$ cat src/design/pbd_pkg.sv
// Package for the PackBits pixel decoder: beat payload types, phase codes
// and configuration register indexes. No dependencies.
package pbd_pkg;

  // Input beat: one byte of the compressed stream
  typedef struct packed {
    logic [7:0] source_byte;
    logic       start_req;
  } pbd_in_t;

  // Result beat: one pixel write (literal or run), an error or an image end
  typedef struct packed {
    logic [15:0] pixel_value;
    logic [7:0]  repeat_count;
    logic        image_done;
    logic        overflow_error;
    logic [17:0] bytes_consumed;
  } pbd_out_t;

  // Decoder phase codes
  localparam logic [2:0] PH_HEADER = 3'd0;
  localparam logic [2:0] PH_LIT8   = 3'd1;
  localparam logic [2:0] PH_LIT_HI = 3'd2;
  localparam logic [2:0] PH_LIT_LO = 3'd3;
  localparam logic [2:0] PH_RUN8   = 3'd4;
  localparam logic [2:0] PH_RUN_HI = 3'd5;
  localparam logic [2:0] PH_RUN_LO = 3'd6;

  // Configuration register indexes and port widths
  localparam int unsigned CFG_ADDR_W = 1;
  localparam int unsigned CFG_DATA_W = 16;
  localparam logic [CFG_ADDR_W-1:0] CFG_PIXEL_MODE  = 1'd0;
  localparam logic [CFG_ADDR_W-1:0] CFG_DEST_PIXELS = 1'd1;

endpackage

$ cat src/design/packbits_pixel_decoder_core.sv
// Top level of the PackBits pixel decoder: byte decoder plus result buffer.
// Depends on pbd_pkg, pbd_decode and pbd_out_buf.
//
//   port group | direction | handshake         | payload
//   in_        | in        | in_valid/in_ready | pbd_in_t  (source_byte, start_req)
//   out_       | out       | out_valid/ready   | pbd_out_t (pixel, count, done, error, bytes)
//   cfg_       | in        | cfg_we            | cfg_addr, cfg_wdata
//
// One source byte is accepted per cycle while in_ready is high; its result, if any,
// appears on out_ in the cycle after acceptance while out_ is not stalled. The decode
// is one pass of logic from the input beat into the result register. A stalled output
// parks one extra result in the skid stage; in_ready drops only while that
// stage is full. Reset (rst_n, synchronous) idles the decoder until a byte
// with start_req arrives.
module packbits_pixel_decoder_core import pbd_pkg::*; (
  input  logic                  clk,
  input  logic                  rst_n,
  input  logic                  in_valid,
  output logic                  in_ready,
  input  pbd_in_t               in_data,
  output logic                  out_valid,
  input  logic                  out_ready,
  output pbd_out_t              out_data,
  input  logic                  cfg_we,
  input  logic [CFG_ADDR_W-1:0] cfg_addr,
  input  logic [CFG_DATA_W-1:0] cfg_wdata
);

  logic     in_fire;
  logic     res_valid;
  pbd_out_t res_beat;

  assign in_fire = in_valid && in_ready;

  // Per-byte decode and state
  pbd_decode u_decode (
    .clk       (clk),
    .rst_n     (rst_n),
    .cfg_we    (cfg_we),
    .cfg_addr  (cfg_addr),
    .cfg_wdata (cfg_wdata),
    .in_fire   (in_fire),
    .in_beat   (in_data),
    .res_valid (res_valid),
    .res_beat  (res_beat)
  );

  // Result register and skid stage
  pbd_out_buf u_out_buf (
    .clk       (clk),
    .rst_n     (rst_n),
    .push      (res_valid),
    .push_beat (res_beat),
    .can_push  (in_ready),
    .out_valid (out_valid),
    .out_ready (out_ready),
    .out_data  (out_data)
  );

endmodule

$ cat src/design/pbd_decode.sv
// Decoder state and per-byte next-state logic for the PackBits pixel decoder.
// Holds the configuration registers. Depends on pbd_pkg.
module pbd_decode import pbd_pkg::*; (
  input  logic                  clk,
  input  logic                  rst_n,
  input  logic                  cfg_we,
  input  logic [CFG_ADDR_W-1:0] cfg_addr,
  input  logic [CFG_DATA_W-1:0] cfg_wdata,
  input  logic                  in_fire,
  input  pbd_in_t               in_beat,
  output logic                  res_valid,
  output pbd_out_t              res_beat
);

  logic        pixel_mode_r;
  logic [15:0] dest_pixels_r;

  logic [2:0]  phase_r,    phase_nxt;
  logic [7:0]  pkt_rem_r,  pkt_rem_nxt;
  logic [15:0] pix_left_r, pix_left_nxt;
  logic [7:0]  hi_hold_r,  hi_hold_nxt;
  logic [17:0] byte_cnt_r, byte_cnt_nxt;
  logic        active_r,   active_nxt;

  // Configuration writes
  always_ff @(posedge clk) begin
    if (!rst_n) begin
      pixel_mode_r  <= 1'b0;
      dest_pixels_r <= 16'd1;
    end else if (cfg_we) begin
      case (cfg_addr)
        CFG_PIXEL_MODE:  pixel_mode_r  <= cfg_wdata[0];
        CFG_DEST_PIXELS: dest_pixels_r <= cfg_wdata[15:0];
        default: ;
      endcase
    end
  end

  // Decode one source byte
  always_comb begin
    logic [7:0]  b;
    logic [7:0]  n;
    logic        give_en;
    logic [15:0] give_pix;
    logic [7:0]  give_cnt;
    logic [15:0] left;

    b            = in_beat.source_byte;
    n            = 8'd0;
    give_en      = 1'b0;
    give_pix     = 16'd0;
    give_cnt     = 8'd0;
    left         = 16'd0;
    phase_nxt    = phase_r;
    pkt_rem_nxt  = pkt_rem_r;
    pix_left_nxt = pix_left_r;
    hi_hold_nxt  = hi_hold_r;
    byte_cnt_nxt = byte_cnt_r;
    active_nxt   = active_r;
    res_valid    = 1'b0;
    res_beat     = '0;

    if (in_fire) begin
      // Restart on a start flag; an empty image finishes at once
      if (in_beat.start_req) begin
        active_nxt   = 1'b1;
        phase_nxt    = PH_HEADER;
        pkt_rem_nxt  = 8'd0;
        hi_hold_nxt  = 8'd0;
        byte_cnt_nxt = 18'd0;
        pix_left_nxt = dest_pixels_r;
        if (dest_pixels_r == 16'd0) begin
          active_nxt          = 1'b0;
          res_valid           = 1'b1;
          res_beat.image_done = 1'b1;
        end
      end

      if (active_nxt) begin
        byte_cnt_nxt = byte_cnt_nxt + 18'd1;
        case (phase_nxt)
          PH_HEADER: begin
            n = b[7] ? (~b + 8'd2) : (b + 8'd1);
            if ({8'd0, n} > pix_left_nxt) begin
              active_nxt              = 1'b0;
              phase_nxt               = PH_HEADER;
              pkt_rem_nxt             = 8'd0;
              res_valid               = 1'b1;
              res_beat.overflow_error = 1'b1;
            end else begin
              pkt_rem_nxt = n;
              if (pixel_mode_r) phase_nxt = b[7] ? PH_RUN_HI : PH_LIT_HI;
              else              phase_nxt = b[7] ? PH_RUN8   : PH_LIT8;
            end
          end
          PH_LIT8: begin
            pkt_rem_nxt = pkt_rem_nxt - 8'd1;
            give_en     = 1'b1;
            give_pix    = {8'd0, b};
            give_cnt    = 8'd1;
          end
          PH_LIT_HI: begin
            hi_hold_nxt = b;
            phase_nxt   = PH_LIT_LO;
          end
          PH_LIT_LO: begin
            pkt_rem_nxt = pkt_rem_nxt - 8'd1;
            phase_nxt   = PH_LIT_HI;
            give_en     = 1'b1;
            give_pix    = {hi_hold_nxt, b};
            give_cnt    = 8'd1;
          end
          PH_RUN8: begin
            give_en     = 1'b1;
            give_pix    = {8'd0, b};
            give_cnt    = pkt_rem_nxt;
            pkt_rem_nxt = 8'd0;
          end
          PH_RUN_HI: begin
            hi_hold_nxt = b;
            phase_nxt   = PH_RUN_LO;
          end
          PH_RUN_LO: begin
            give_en     = 1'b1;
            give_pix    = {hi_hold_nxt, b};
            give_cnt    = pkt_rem_nxt;
            pkt_rem_nxt = 8'd0;
          end
          default: phase_nxt = PH_HEADER;
        endcase

        // Write pixels; close the image or the packet when used up
        if (give_en) begin
          left                  = pix_left_nxt - {8'd0, give_cnt};
          pix_left_nxt          = left;
          res_valid             = 1'b1;
          res_beat.pixel_value  = give_pix;
          res_beat.repeat_count = give_cnt;
          if (left == 16'd0) begin
            active_nxt              = 1'b0;
            phase_nxt               = PH_HEADER;
            pkt_rem_nxt             = 8'd0;
            res_beat.image_done     = 1'b1;
            res_beat.bytes_consumed = byte_cnt_nxt;
          end else if (pkt_rem_nxt == 8'd0) begin
            phase_nxt = PH_HEADER;
          end
        end
      end
    end
  end

  // Decoder state
  always_ff @(posedge clk) begin
    if (!rst_n) begin
      phase_r    <= PH_HEADER;
      pkt_rem_r  <= 8'd0;
      pix_left_r <= 16'd0;
      hi_hold_r  <= 8'd0;
      byte_cnt_r <= 18'd0;
      active_r   <= 1'b0;
    end else begin
      phase_r    <= phase_nxt;
      pkt_rem_r  <= pkt_rem_nxt;
      pix_left_r <= pix_left_nxt;
      hi_hold_r  <= hi_hold_nxt;
      byte_cnt_r <= byte_cnt_nxt;
      active_r   <= active_nxt;
    end
  end

`ifndef SYNTHESIS
  // Idle decoder always waits on a fresh header
  a_idle_clean: assert property (@(posedge clk) disable iff (!rst_n)
    !active_r |-> (phase_r == PH_HEADER && pkt_rem_r == 8'd0))
    else $error("idle decoder left a packet open");

  // An active image still has pixels to fill
  a_active_left: assert property (@(posedge clk) disable iff (!rst_n)
    active_r |-> pix_left_r != 16'd0)
    else $error("active image with no pixels left");

  // Inside a packet the packet count is never exhausted
  a_pkt_open: assert property (@(posedge clk) disable iff (!rst_n)
    (active_r && phase_r != PH_HEADER) |-> pkt_rem_r != 8'd0)
    else $error("packet phase with zero remaining");
`endif

endmodule

$ cat src/design/pbd_out_buf.sv
// Result register with skid stage for the PackBits pixel decoder.
// Depends on pbd_pkg.
module pbd_out_buf import pbd_pkg::*; (
  input  logic     clk,
  input  logic     rst_n,
  input  logic     push,
  input  pbd_out_t push_beat,
  output logic     can_push,
  output logic     out_valid,
  input  logic     out_ready,
  output pbd_out_t out_data
);

  logic     main_valid_r;
  pbd_out_t main_r;
  logic     skid_valid_r;
  pbd_out_t skid_r;
  logic     main_free;

  assign can_push  = !skid_valid_r;
  assign main_free = !main_valid_r || out_ready;
  assign out_valid = main_valid_r;
  assign out_data  = main_r;

  // Valid flags
  always_ff @(posedge clk) begin
    if (!rst_n) begin
      main_valid_r <= 1'b0;
      skid_valid_r <= 1'b0;
    end else if (main_free) begin
      main_valid_r <= skid_valid_r || push;
      skid_valid_r <= skid_valid_r && push;
    end else begin
      skid_valid_r <= skid_valid_r || push;
    end
  end

  // Payload: skid moves to main; a new beat queues behind any held beat
  always_ff @(posedge clk) begin
    if (main_free) begin
      if (skid_valid_r) begin
        main_r <= skid_r;
        if (push) skid_r <= push_beat;
      end else if (push) begin
        main_r <= push_beat;
      end
    end else if (push) begin
      skid_r <= push_beat;
    end
  end

`ifndef SYNTHESIS
  // Skid only fills behind a held result
  a_skid_behind: assert property (@(posedge clk) disable iff (!rst_n)
    skid_valid_r |-> main_valid_r)
    else $error("skid entry without main entry");

  // Stalled output keeps its beat
  a_hold: assert property (@(posedge clk) disable iff (!rst_n)
    (out_valid && !out_ready) |=> (out_valid && $stable(out_data)))
    else $error("stalled result changed");

  // A skid beat survives until the main slot drains
  a_skid_keep: assert property (@(posedge clk) disable iff (!rst_n)
    (skid_valid_r && !out_ready) |=> (skid_valid_r && $stable(skid_r)))
    else $error("skid beat lost under stall");
`endif

endmodule
$ cat config.mk
export PLATFORM = sky130hd
export DESIGN_NAME = packbits_pixel_decoder_core
export DESIGN_NICKNAME = d
export VERILOG_FILES = /design/src/design/pbd_pkg.sv /design/src/design/packbits_pixel_decoder_core.sv /design/src/design/pbd_decode.sv /design/src/design/pbd_out_buf.sv
export SDC_FILE = /design/constraint.sdc
export NUM_CORES = 1
export LEC_CHECK = 0
export BUFFER_PORTS_ARGS = -buffer_cell sky130_fd_sc_hd__buf_4
export CORE_ASPECT_RATIO = 1.2
export CORE_MARGIN = 3
export CORE_UTILIZATION = 40
export CTS_CLUSTER_DIAMETER = 120
export DETAILED_ROUTE_END_ITERATION = 8
export GPL_TIMING_DRIVEN = 0
export SKIP_CTS_REPAIR_TIMING = 1
export SLEW_MARGIN = 20
export SYNTH_ARGS = -nofsm -noshare
export SYNTH_HDL_FRONTEND = slang
export SYNTH_SLANG_ARGS = --single-unit
$ cat constraint.sdc
create_clock -name clk -period 17.8 [get_ports clk]
set_input_delay 3.56 -clock clk [delete_from_list [all_inputs] [get_ports clk]]
set_output_delay 3.56 -clock clk [all_outputs]
set_load 0.02 [all_outputs]
# Word level (Yosys, flattened, before mapping)

Cells that the tools add are included.

Bits in registers: 161
Bits of input ports: 31
Output and inout bits: 46
Word-level logic and storage cells: 123

$add $sub $neg: 5
Order comparisons: 1
Equality and inequality tests: 7
Mux-type cells: 67
Bitwise logic cells: 2
Reductions and logical operators: 21

Operator list:

| kind                                                                | count |
|---|---|
| 44-bit two-way mux                                                  | 7 |
| 8-bit two-way mux                                                   | 14 |
| 18-bit two-way mux                                                  | 5 |
| 16-bit two-way mux                                                  | 4 |
| 16-bit zero test                                                    | 2 |
| 16-bit case mux with 2 select lines                                 | 1 |
| 3-bit two-way mux                                                   | 10 |
| 25-bit two-way mux                                                  | 1 |
| 8-bit case mux with 3 select lines                                  | 1 |
| 1-bit two-way mux                                                   | 22 |
| 18-bit by 1-bit adder with 18-bit output (second input constant)    | 1 |
| 8-bit by 16-bit > comparator with 1-bit output                      | 1 |
| 8-bit case mux with 2 select lines                                  | 1 |
| 16-bit by 8-bit subtractor with 16-bit output                       | 1 |
| 3-bit case mux with 5 select lines                                  | 1 |
| 2-bit OR reduction                                                  | 5 |
| 3-bit == test (second input constant)                               | 3 |
| 8-bit by 1-bit adder with 8-bit output (second input constant)      | 1 |
| 8-bit by 2-bit adder with 8-bit output (second input constant)      | 1 |
| 8-bit zero test                                                     | 1 |
| 8-bit inverter                                                      | 1 |
| 8-bit by 1-bit subtractor with 8-bit output (second input constant) | 1 |
| 3-bit by 2-bit == test with 1-bit output (second input constant)    | 2 |
| 2-bit AND reduction                                                 | 3 |
| 10 further kinds                                                    | 13 |

# Longest topological paths before layout

Word-level depth: 17
Depth in mapped cells: 20
Mapped depth without buffers: 15

# Cells and area by module

Synthesis repeated with hierarchy kept, for this count alone.

Cell total of the unflattened synthesis: 907
Area total of the unflattened synthesis: 8867.3 sq um

Modules (own cells, without submodules):

| module                      | times used | cells each | area each (sq um) | seq. area each (sq um) |
|---|---|---|---|---|
| pbd_decode                  | 1          | 758        | 5477.8            | 1421.4 |
| pbd_out_buf                 | 1          | 148        | 3383.2            | 2682.6 |
| packbits_pixel_decoder_core | 1          | 1          | 6.3               | 0.0 |

# Least setup slack after synthesis

Ideal clock, no wire load.

Path type: input-to-reg
Start point: input port in_data[0] in the netlist's numbering
End point: register u_out_buf.main_r (netlist bit u_out_buf.out_data[0]), enable pin
Setup time: 0.460 ns
Data arrival time: 8.479 ns
Required time: 17.340 ns
Slack: 8.861 ns
Stages on the path: 15
Buffers on the path: 5
Cell sequence: buf_2 -> buf_2 -> clkbuf_1 -> clkbuf_1 -> clkbuf_1 -> mux2i_1 -> ha_1 -> nand4_1 -> o211ai_1 -> nor3_1 -> o21ai_0 -> nand2b_1 -> a21oi_1 -> nor2_1 -> a21oi_1

Word-level cells in the longest chain between the ends: 12
Elaborated cells on any way between the ends: 24
Those cells by class: order compare: 1; eq/ne: 4; mux: 15; reduce/logical: 4

RTL lines:

| what                                                                                                   | line                              | source |
|---|---|---|
| start: declaration                                                                                     | packbits_pixel_decoder_core.sv:20 | `input pbd_in_t in_data,` |
| parallel branches: the longest is 8 deep, another holds 8-bit by 16-bit > comparator with 1-bit output | --                                |  |
| 1-bit two-way mux *                                                                                    | pbd_decode.sv:79                  | `if (active_nxt) begin` |
| 1-bit two-way mux *                                                                                    | pbd_decode.sv:63                  | `if (in_fire) begin` |
| 2-bit nonzero test (no source line) *                                                                  | --                                |  |
| 2-bit AND reduction (no source line) *                                                                 | --                                |  |
| end signal: assignment                                                                                 | pbd_out_buf.sv:42                 | `main_r <= skid_r;` |
| end signal: assignment                                                                                 | pbd_out_buf.sv:45                 | `main_r <= push_beat;` |
| end: declaration                                                                                       | pbd_out_buf.sv:15                 | `pbd_out_t main_r;` |

Every way passes the cells marked *. The select of a mux whose other input is x is not followed.
A chain may end at the register's enable or synchronous reset.

==> results.json <==
{
  "power.density_nw_per_um2": 89.92,
  "cap_violations": 0,
  "clkTransAtPathRegs_ps": 70,
  "via_per_inst": 5.593,
  "drt-pass1-iter-count": 6,
  "path_common_cell": "clkbuf_1",
  "clk_path_buf_depth": 2,
  "grt_pass1_vias": 7169,
  "core.rowCount": 58,
  "grt-ovfl-total": 0,
  "peakVddDrop_uv": 68.41,
  "slew_viol_final": 0,
  "ios": 77,
  "die_w_microns": 141.7,
  "drc": 0,
  "drtAntennaViolNets": 0,
  "clockRootBuffer": "clkbuf_16",
  "critPathBufInv": 11,
  "tns_ps": 0,
  "antenna_cells": 0,
  "ff_latch_area_sq_um": 4104,
  "synth_edf_count": 88,
  "clock.fmax_mhz": 108.2,
  "cpPeakStageDelay_ps": 590,
  "track_usage": 0.2109,
  "netlist_area_sq_um": 8841,
  "power_uw": 937.8,
  "core_sq_um": 21340,
  "die-area_sq_um": 23930,
  "timing.hold.ws_ps": 476.0,
  "critical_path.max_fanout": 10,
  "worst_setup_path_end_kind": "flop",
  "ys.flop_type": "edfxtp_1",
  "antenna_found_initial": 0,
  "rsz0062_at_grt": "false",
  "arrival_ps": 9550,
  "critPathKind": "in2reg",
  "wl_per_cell_microns": 18.77,
  "crit_chain": "buf_4 > buf_2 > buf_2 > clkbuf_1 > clkbuf_1 > clkbuf_1 > mux2i_1 > inv_1 > ha_1 > clkbuf_1 > inv_1 > or4_4 > and3_1 > nand3b_1 > o2111ai_1 > or4_1 > buf_2 > clkbuf_1 > a21oi_1 > a21o_1",
  "ys_seq_elements": 161,
  "cts_tree": "yes",
  "synthTopCellsByArea": "edfxtp_1 30%, dfxtp_1 17%, nand2_1 5.0%, ha_1 3.8%, o21ai_0 3.1%",
  "nNetsFinal": 1102,
  "slew_headroom": 0.4826,
  "via_count": 7416,
  "layout-drive-gt1-share": 0.1288,
  "io_buffers": 73,
  "grt_max_degree": 24,
  "start_util": 0.4144,
  "startpoint_type": "input pin",
  "cpMaxStageDelayCell": "mux2i_1",
  "hpwl_microns": 18460,
  "syn_nets": 1007,
  "htreeDepth": 4,
  "p_leak_uw": 0.004061,
  "wirelength_microns": 24880,
  "die_h_microns": 168.9,
  "avgSynthCellArea_sq_um": 9.326,
  "required_ps": 18110,
  "min_period_ps": 9244,
  "cts.sinks": 161,
  "numCtsBuffers": 17,
  "critPathTopFamily": "buffers and inverters",
  "first_iter_violations": 565,
  "hold_violations": 0,
  "area_growth_pct": 17.96,
  "tightest_slew_ps": 776.1,
  "ys_async_sr_fraction": 0,
  "fillers": 2063,
  "place.gp.congestion": 0.9251,
  "period_share": 0.5193,
  "ys_seq_area_frac": 0.4642,
  "synth_top_area_cell": "edfxtp_1",
  "rrSetupSlack_ps": 12690,
  "ys_types": 66,
  "netlist.area_leader.share": 0.2989,
  "syn-instance-count": 948,
  "min_path_type": "reg2reg",
  "status": "completed",
  "multi_input_area_sq_um": 4393,
  "finalSetupViolCount": 0,
  "clock_latency_ps": 440,
  "ys_warn_count": 0,
  "finalClockSkew_ps": 10.12,
  "grt_pass1_wl_microns": 39670
}
[report_power, final]
| part | switching [uW] | total, uW | leakage (uW) | internal [uW] |
|---|---|---|---|---|
| Sequential | 8.26 | 411 | 0.00145 | 403 |
| Clock | 178 | 381 | 0.000289 | 202 |
| Combinational | 90.5 | 146 | 0.00232 | 55.4 |
| Total | 277 | 938 | 0.00406 | 661 |
[worst paths after layout]
kind,start,end,cells after the start
max,in_data[0],u_out_buf.out_data[19],20
min,u_decode.pix_left_r[1],u_decode.pix_left_r[1],2
max reg2reg,u_decode.phase_r[0],u_out_buf.out_data[19],17
min reg2reg,u_decode.pix_left_r[1],u_decode.pix_left_r[1],2
[cells by family after synthesis]
logic type      count (synthesis)  share of synthesized area
flops                         161                     0.4642
simple gates                  364                     0.2041
xor+xnor                       35                    0.03467
compound gates                253                     0.1935
fa+ha+maj                      28                    0.04048
mux                            19                    0.02278
buf+inv                        88                    0.04033
[layout by cell type, fill, tap and decap left out, types with 4 or more instances in the layout]
master	netlist	routed
a21boi_0	31	31
a21o_1	35	35
a21oi_1	35	34
a22oi_1	17	17
a31oi_1	17	17
a32oi_1	9	9
and2_1	15	15
and3_1	22	21
buf_4	0	73
clkbuf_1	60	60
clkbuf_16	0	17
dfxtp_1	73	73
edfxtp_1	88	88
ha_1	27	27
inv_1	19	19
inv_8	0	7
mux2_2	5	5
mux2i_1	13	13
nand2_1	118	118
nand2b_1	13	13
nand3_1	19	19
nand3b_1	4	4
nand4_1	9	9
nor2_1	68	68
nor2b_1	39	39
nor3_1	20	20
nor3b_1	7	7
nor4_1	8	8
o211a_1	5	5
o211ai_1	15	15
o21ai_0	55	55
o21ai_2	7	7
or2_2	4	4
or3_1	4	4
xnor2_1	21	21
xor2_1	14	14
[registers in the layout, summed over array words and instances (netlist names), 3 cells and up]
signal / flops
u_out_buf.out_data: 44
u_out_buf.skid_r: 44
u_decode.byte_cnt_r: 18
u_decode.dest_pixels_r: 16
u_decode.pix_left_r: 16
u_decode.hi_hold_r: 8
u_decode.pkt_rem_r: 8
u_decode.phase_r: 3
[cell usage after synthesis (4+ instances only)]
master and n:
nand2_1 118, edfxtp_1 88, dfxtp_1 73, nor2_1 68, clkbuf_1 60, o21ai_0 55, nor2b_1 39, a21o_1 35
a21oi_1 35, a21boi_0 31, ha_1 27, and3_1 22, xnor2_1 21, nor3_1 20, inv_1 19, nand3_1 19
a22oi_1 17, a31oi_1 17, and2_1 15, o211ai_1 15, xor2_1 14, mux2i_1 13, nand2b_1 13, a32oi_1 9
nand4_1 9, nor4_1 8, nor3b_1 7, o21ai_2 7, mux2_2 5, o211a_1 5, nand3b_1 4, or2_2 4
or3_1 4
[tightest hold or removal path: stages (launching register included)]
cell,delay [ps]
dfxtp_1,320
nand2_1,50
a21boi_0,70
[cell type report]
cell class / count / share of cell area
Clock buffer: 17 / 0.04079
Multi-Input combinational cell: 699 / 0.4212
Tap cell: 270 / 0.03239
Clock inverter: 15 / 0.01740
Inverter: 20 / 0.007199
Timing Repair Buffer: 76 / 0.06047
Sequential cell: 161 / 0.3935
Buffer: 68 / 0.02699
[layer usage]
layer / part of all wire / GRT usage / vias up
li1: - / - / 3623
met1: 0.45 / 0.2832 / 3498
met2: 0.47 / 0.3401 / 245
met3: 0.050 / 0.03730 / 50
met4: 0.031 / 0.08013 / 0
met5: 0 / 0 / -
[through the flow]
step / instance area (sq um) / std cells / utilization / setup WS, ps
floorplan: 8841 / 948 / - / 8861
global placement: 9727 / 1291 / 0.4559 / 6411
detailed placement: 9822 / 1294 / 0.4604 / 8221
CTS: 10430 / 1326 / 0.4888 / 8665
global route: 10430 / 1326 / 0.4888 / 8255
finish: 10430 / 1326 / 0.4888 / 8556
Note: power is estimated with default switching activity, not from simulation.
